$ cat src/rtl/biquad_cascade_eq_limiter_core_assert.svh
// Assertion macros for the equalizer core.
`ifndef BIQUAD_CASCADE_EQ_LIMITER_CORE_ASSERT_SVH
`define BIQUAD_CASCADE_EQ_LIMITER_CORE_ASSERT_SVH

// Same-cycle implication.
`define BQEQ_ASSERT_IMPL(label, clk, rst, ante, cons) \
   label: assert property (@(posedge clk) disable iff (rst) (ante) |-> (cons)) \
      else $error("bqeq check failed");

// Next-cycle implication.
`define BQEQ_ASSERT_NEXT(label, clk, rst, ante, cons) \
   label: assert property (@(posedge clk) disable iff (rst) (ante) |=> (cons)) \
      else $error("bqeq check failed");

`endif

$ cat src/rtl/bqeq_pkg.sv
package bqeq_pkg;

   localparam int NUM_BANDS_DEF    = 32;
   localparam int NUM_CHANNELS_DEF = 8;
   localparam int NUM_SLOTS        = 5;

   localparam logic [31:0] COEF_ONE = 32'h0400_0000;

   localparam logic        EQ_EN_RST     = 1'b1;
   localparam logic [3:0]  CHAN_CNT_RST  = 4'd2;
   localparam logic [5:0]  BAND_CNT_RST  = 6'd20;
   localparam logic [23:0] GAIN_RST      = 24'd2097152;
   localparam logic [23:0] CEIL_RST      = 24'd8388608;
   localparam logic [23:0] CEIL_ONE      = 24'd8388608;
   localparam logic [23:0] CEIL_POS_MAX  = 24'd8388607;

   localparam int REQ_TDATA_W = 72;
   localparam int RSP_TDATA_W = 64;

   typedef enum logic [1:0] {
      FUNC_SAMPLE = 2'd0,
      FUNC_COEF   = 2'd1,
      FUNC_READ   = 2'd2,
      FUNC_CLEAR  = 2'd3
   } func_type;

   typedef enum logic [2:0] {
      CSR_EQ_EN    = 3'd0,
      CSR_CHAN_CNT = 3'd1,
      CSR_BAND_CNT = 3'd2,
      CSR_GAIN     = 3'd3,
      CSR_CEIL     = 3'd4
   } csr_index_type;

   typedef enum logic [2:0] {
      ST_IDLE,
      ST_CLEAR,
      ST_BAND,
      ST_PRE_MUL,
      ST_PRE_LIM,
      ST_EMIT
   } state_type;

   typedef enum logic [1:0] {
      ACC_HOLD,
      ACC_LOAD,
      ACC_ADD,
      ACC_SUB
   } acc_op_type;

   typedef struct packed {
      logic       mul_en;
      acc_op_type acc_op;
   } mac_ctl_type;

endpackage

$ cat src/rtl/bqeq_mac.sv
module bqeq_mac (
   input  logic                 clock,
   input  bqeq_pkg::mac_ctl_type ctl,
   input  logic signed [31:0]   mul_a,
   input  logic signed [31:0]   mul_b,
   output logic signed [63:0]   prod_ff,
   output logic signed [31:0]   y
);

   logic signed [63:0] prod_in;
   logic signed [63:0] acc_ff;
   logic signed [63:0] acc_in;
   logic signed [63:0] term;
   logic signed [63:0] rnd;
   logic signed [63:0] sh;

   always_comb begin
      prod_in = ctl.mul_en ? (mul_a * mul_b) : prod_ff;
      term    = prod_ff >>> 4;
      case (ctl.acc_op)
         bqeq_pkg::ACC_LOAD: acc_in = term;
         bqeq_pkg::ACC_ADD:  acc_in = acc_ff + term;
         bqeq_pkg::ACC_SUB:  acc_in = acc_ff - term;
         default:            acc_in = acc_ff;
      endcase
   end

   always_ff @(posedge clock) begin
      prod_ff <= prod_in;
      acc_ff  <= acc_in;
   end

   // round to Q8.23 and saturate
   always_comb begin
      rnd = acc_ff + 64'sd2097152;
      sh  = rnd >>> 22;
      if (sh > 64'sd2147483647) begin
         y = 32'sh7FFF_FFFF;
      end else if (sh < -64'sd2147483648) begin
         y = 32'sh8000_0000;
      end else begin
         y = sh[31:0];
      end
   end

endmodule

$ cat config.mk
export PLATFORM = sky130hd
export DESIGN_NAME = bqeq_mac
export DESIGN_NICKNAME = d
export VERILOG_FILES = /design/src/rtl/biquad_cascade_eq_limiter_core_assert.svh /design/src/rtl/bqeq_pkg.sv /design/src/rtl/bqeq_mac.sv
export SDC_FILE = /design/constraint.sdc
export NUM_CORES = 2
export LEC_CHECK = 0
export BUFFER_PORTS_ARGS = -buffer_cell sky130_fd_sc_hd__buf_4
export CAP_MARGIN = 30
export CORE_ASPECT_RATIO = 1.25
export CORE_MARGIN = 4
export CORE_UTILIZATION = 40
export CTS_CLUSTER_SIZE = 24
export DETAILED_ROUTE_END_ITERATION = 16
export GPL_ROUTABILITY_DRIVEN = 0
export HOLD_SLACK_MARGIN = 0.1
export PLACE_DENSITY = 0.58
export SETUP_SLACK_MARGIN = 0.4
export SKIP_LAST_GASP = 1
export SLEW_MARGIN = 20
export SYNTH_ARGS = -nofsm -noshare
export SYNTH_HDL_FRONTEND = slang
export SYNTH_SLANG_ARGS = --single-unit
$ cat constraint.sdc
create_clock -name clock -period 9.7 [get_ports clock]
set_input_delay 0.97 -clock clock [delete_from_list [all_inputs] [get_ports clock]]
set_output_delay 0.97 -clock clock [all_outputs]
set_load 0.05 [all_outputs]
### Yosys cells after proc, flatten, opt, wreduce, memory -nomap -nowiden

Index checks and enable logic that the tools add are counted.

| cells by class | value |
|---|---|
| add/subtract/negate cells | 3 |
| multiply operators | 1 |
| $lt $le $gt $ge | 2 |
| eq/ne operators | 3 |
| muxes and demuxes | 3 |
| reduce and logical (&&, ||, !) cells | 1 |

Operators with widths:

| kind | count |
|---|---|
| one-hot mux 64 bit (3 select lines) | 1 |
| adder 64 x 23 -> 64 bit, second input constant | 1 |
| adder 64 x 60 -> 64 bit | 1 |
| multiplier 32 x 32 -> 64 bit | 1 |
| 2-to-1 mux 32 bit | 2 |
| subtractor 64 x 60 -> 64 bit | 1 |
| greater-than comparator 42 x 32 -> 1 bit, second input constant | 1 |
| < comparator 42 x 32 -> 1 bit, second input constant | 1 |
| equality test 2 bit, second input constant | 2 |
| nonzero test 3 bit | 1 |
| equality test 2 x 1 -> 1 bit, second input constant | 1 |

| storage, ports and cells | value |
|---|---|
| bits in registers | 128 |
| input bits | 68 |
| output and inout bits | 96 |
| logic and storage cells | 15 |

### Logic depth before layout (Yosys ltp)

| depth | value |
|---|---|
| word-level depth | 4 |
| gate-level depth with buffers | 30 |
| gate-level depth less buffers | 28 |

### Worst setup path before layout

OpenSTA, ideal clock, no wires.

| timing | value |
|---|---|
| kind | in2reg |
| start | in mul_b[2] |
| end | reg prod_ff[63], data pin |
| library setup time | 0.260 ns |
| arrival time | 8.218 ns |
| data required time | 9.440 ns |
| slack | 1.222 ns |
| stages | 28 |
| path buffers | 2 |
| cells stage by stage | clkbuf_1 -> nand2_1 -> inv_1 -> fa_1 -> fa_1 -> fa_1 -> fa_1 -> inv_1 -> fa_1 -> inv_1 -> fa_1 -> inv_1 -> fa_1 -> inv_1 -> fa_1 -> ha_1 -> clkbuf_1 -> a21oi_1 -> o21ai_0 -> a21oi_1 -> o21bai_1 -> a21o_1 -> a21o_1 -> a21boi_0 -> o21ai_0 -> a21o_1 -> a21oi_1 -> xnor2_1 |

| on the way | value |
|---|---|
| word-level cells in the longest chain between the ends | 1 |

RTL lines:

| what | line | RTL |
|---|---|---|
| start, declared | bqeq_mac.sv:5 | `input logic signed [31:0] mul_b,` |
| multiplier 32 x 32 -> 64 bit | bqeq_mac.sv:18 | `prod_in = ctl.mul_en ? (mul_a * mul_b) : prod_ff;` |
| end signal, assigned | bqeq_mac.sv:29 | `prod_ff <= prod_in;` |
| end, declared | bqeq_mac.sv:6 | `output logic signed [63:0] prod_ff,` |

No other way between the ends.
A chain may end at the register's enable or synchronous reset.

### Final worst setup path

| timing | value |
|---|---|
| start | in mul_b[6] |
| end | reg prod_ff[62], data pin |

The elaborated chain is that of the path after synthesis.

==> impl_results.md <==
- Post-synth EDFFs: 128
- Layout Utilization: 43.08%
- Cell Count, Final, Fillers Out: 6,483
- Synth Net Count: 6,351
- Largest family of logic cells by synthesized area: adder cells
- Post-synth top area share: 46.56%
- Crit path DAT: 8.91 ns
- First-pass GRT wire length: 213,100 um
- Clk_skew: 0.02591 ns
- Initial core utilization: 40.39%
- Min-delay worst type: reg -> reg
- ANT nets after route: 0
- FMAX: 115.4 MHz
- Synth warnings: 0
- DR vias/cell: 5.166
- Mean Syn Cell Area: 9.406 um^2
- Pin count of the biggest net entering global routing: 65
- Hold path depth: 1
- Root Driver: clkbuf_16
- Setup crit end kind: flip-flop
- Clock sinks: 128
- Hold_buf cts: 0
- TritonCTS clock tree: yes
- Antenna violations before repair: 7
- Status: complete, no violations
- Clock slew at reported path FFs: 0.07 ns
- IO Count: 164
- Slew of the pin with the lowest slew margin: 0.9368 ns
- Die W: 313.2 um
- Dpl cells: 6,446
- Critical Path RT: 9.94 ns
- Vias in the first global route: 36.96k
- Mux cell area share after synthesis: 1.198%
- Post-CTS setup buffer count: 0
- CP Launch Type: input pin
- Adder-Cell Fraction of Synth Area: 53.25%
- Final Hold Viols: 0
- DIE HEIGHT: 389.5 um
- HPWL after DPL: 108,500 um
- Post-synth top area cell: fa_1
- Synth async-reset ratio: 0%
- Synth top area cells: fa_1 47%, edfxtp_1 8.3%, inv_1 8.0%
- DRT iter0 DRCs: 1,998
- Minimum clock period: 8.669 ns
- Count of final max-slew check failures: 0
- # setup viols final: 0
- Area Growth Syn to Fin: 6.658%
- Setup TNS Final: 0 ns
- Post-synthesis compound-gate area fraction: 7.056%
- Total track usage: 22.49%
- Synth Area in XOR/XNOR: 4.175%
- Port bufs: 163
- Synthesized cell area: 46,570 um^2
- R2R depth: 19
- Clock latency on the worst-skew pair: 0.50 ns
- Drt pass-1 iters: 5
- Grt total ovfl: 0
- Layout cell share with drive strength beyond 1: 6.209%
- Tcrit/Tclk final: 89.37%
- CP Max Fanout: 26
- DRC: 0
- Placeable Area: 115,300 um^2
- Slew HR: 36.97%
- Seq/Total Area, Yosys: 8.254%
- Nets@finish: 6,322
- Row count: 139
- RSZ-0062 raised after global routing: no
- Simple-gate area share of the yosys netlist: 15.90%
- Post-CTS Resized: 0
- H-tree depth: 4
- Type of the worst setup path: in -> reg
- Die Area: 122,000 um^2
- CTS Buffer Depth: 3
- Total CTS buffers: 25
- Top_reg_cell synth: edfxtp_1
- Cells after synthesis: 4,951
- Max-Cap Viols: 0
- Final wirelength: 134,400 um
- Yosys reg bits: 128
- Yosys cell types: 76
- Via count: 33.49k
- Avg WL per Cell: 20.73 um
-- state kept, by name (all words and copies together) (netlist names) --
register / cells
acc_ff: 64
prod_ff: 64
-- cells in the final DEF (no fill, tap or decap), drive strengths merged, types with 18 or more instances in the layout --
cell type	synthesis	layout
fa	1083	1083
inv	998	999
nand2	581	581
and2	529	529
ha	249	249
buf	12	196
a21oi	162	162
xnor2	138	138
edfxtp	128	128
nor2	119	119
o21ai	100	100
xor2	84	84
a21o	81	81
mux2	46	46
nand3	43	43
nand4	36	36
nor3	31	31
o21bai	30	30
nand2b	28	28
clkbuf	240	27
a31oi	22	22
and3	20	20
o21a	20	20
o31ai	18	18
-- path summary, 6_finish.rpt --
path | from | endpoint | slack (ns)
worst max-delay path | mul_b[6] | prod_ff[62] | 1.03
worst min-delay path | prod_ff[57] | acc_ff[53] | 0.69
worst max register to register | prod_ff[18] | acc_ff[59] | 3.34
worst min register to register | prod_ff[57] | acc_ff[53] | 0.69
-- cells by family after synthesis --
kind of cell	after synthesis
AND/OR/NAND/NOR	1460
AO/OA/AOI/OAI	508
flip-flops	128
buffers and inverters	1251
adder cells (fa/ha/maj)	1332
XOR/XNOR	222
multiplexers	50
-- synth_stat cells, types with 4 or more instances --
| cell | instances |
|---|---|
| or4_1 | 4 |
| o31ai_1 | 18 |
| o21bai_1 | 30 |
| nor3_1 | 28 |
| a211oi_1 | 7 |
| o21ai_0 | 83 |
| inv_1 | 998 |
| ha_1 | 249 |
| nor2_1 | 119 |
| nor4_1 | 13 |
| and4_1 | 6 |
| a21o_1 | 81 |
| a2111oi_0 | 4 |
| fa_1 | 1083 |
| a2bb2oi_1 | 6 |
| edfxtp_1 | 128 |
| nand3_1 | 42 |
| a31oi_1 | 22 |
| o221ai_1 | 5 |
| nand2b_1 | 28 |
| xor2_1 | 84 |
| nand4_1 | 34 |
| nand2_1 | 581 |
| o21ai_2 | 15 |
| a21oi_1 | 157 |
| xnor2_1 | 138 |
| o41ai_1 | 4 |
| a211o_1 | 4 |
| o21a_1 | 20 |
| buf_1 | 4 |
| buf_6 | 5 |
| mux2_2 | 46 |
| o22ai_1 | 5 |
| or3_1 | 15 |
| and3_1 | 20 |
| a21oi_2 | 5 |
| mux2i_1 | 4 |
| and2_1 | 527 |
| o2bb2ai_1 | 5 |
| clkbuf_1 | 240 |
| nor2b_1 | 17 |
-- area by class of cell --
type / instances / area, um^2
inverter: 999 / 3750
clock buffer: 27 / 633.1
clock inverter: 6 / 28.78
timing repair buffer: 196 / 1475
tap: 1551 / 1941
fill: 11300 / 65640
sequential: 128 / 3844
antenna: 4 / 10.01
multi-input combinational: 3572 / 37990
-- critical path, cell delays in order --
cell and delay [ns]:
buf_4 0.33, buf_4 0.23, and2_1 0.16, fa_1 0.45, fa_1 0.50, fa_1 0.54, inv_1 0.06, fa_1 0.47
inv_1 0.05, fa_1 0.47, fa_1 0.56, fa_1 0.43, fa_1 0.44, ha_1 0.38, nand3_1 0.15, nor2_1 0.37
nand3_1 0.16, nor4bb_1 0.57, o311ai_1 0.25, buf_4 0.20, a31oi_1 0.29, a221o_1 0.27, a21o_1 0.16, a31oi_1 0.11
o21ai_0 0.21, xor2_1 0.09
-- through the flow --
| stage | area, um^2 | setup slack, ns | hold slack [ns] |
|---|---|---|---|
| detailed placement | 49000 | 0.4401 | 0.6673 |
| global placement | 48990 | 0.5123 | 0.6609 |
| global route | 49660 | 0.7147 | 0.7195 |
| CTS | 49660 | 0.9783 | 0.6885 |
| floorplan | 46570 | 1.222 | 0.7167 |
| finish | 49670 | 1.031 | 0.6905 |
-- metal layers --
metal	part of all wire, %	vias up	track usage (%)
met5	0.021	-	0
met4	2.3	4	5.280
met3	6.5	173	3.338
met2	49	1012	38.40
met1	43	17330	30.37
li1	-	14970	-
Power is not shown: default switching activity piles up to over one toggle a cycle in this logic, so the estimate is an artifact.
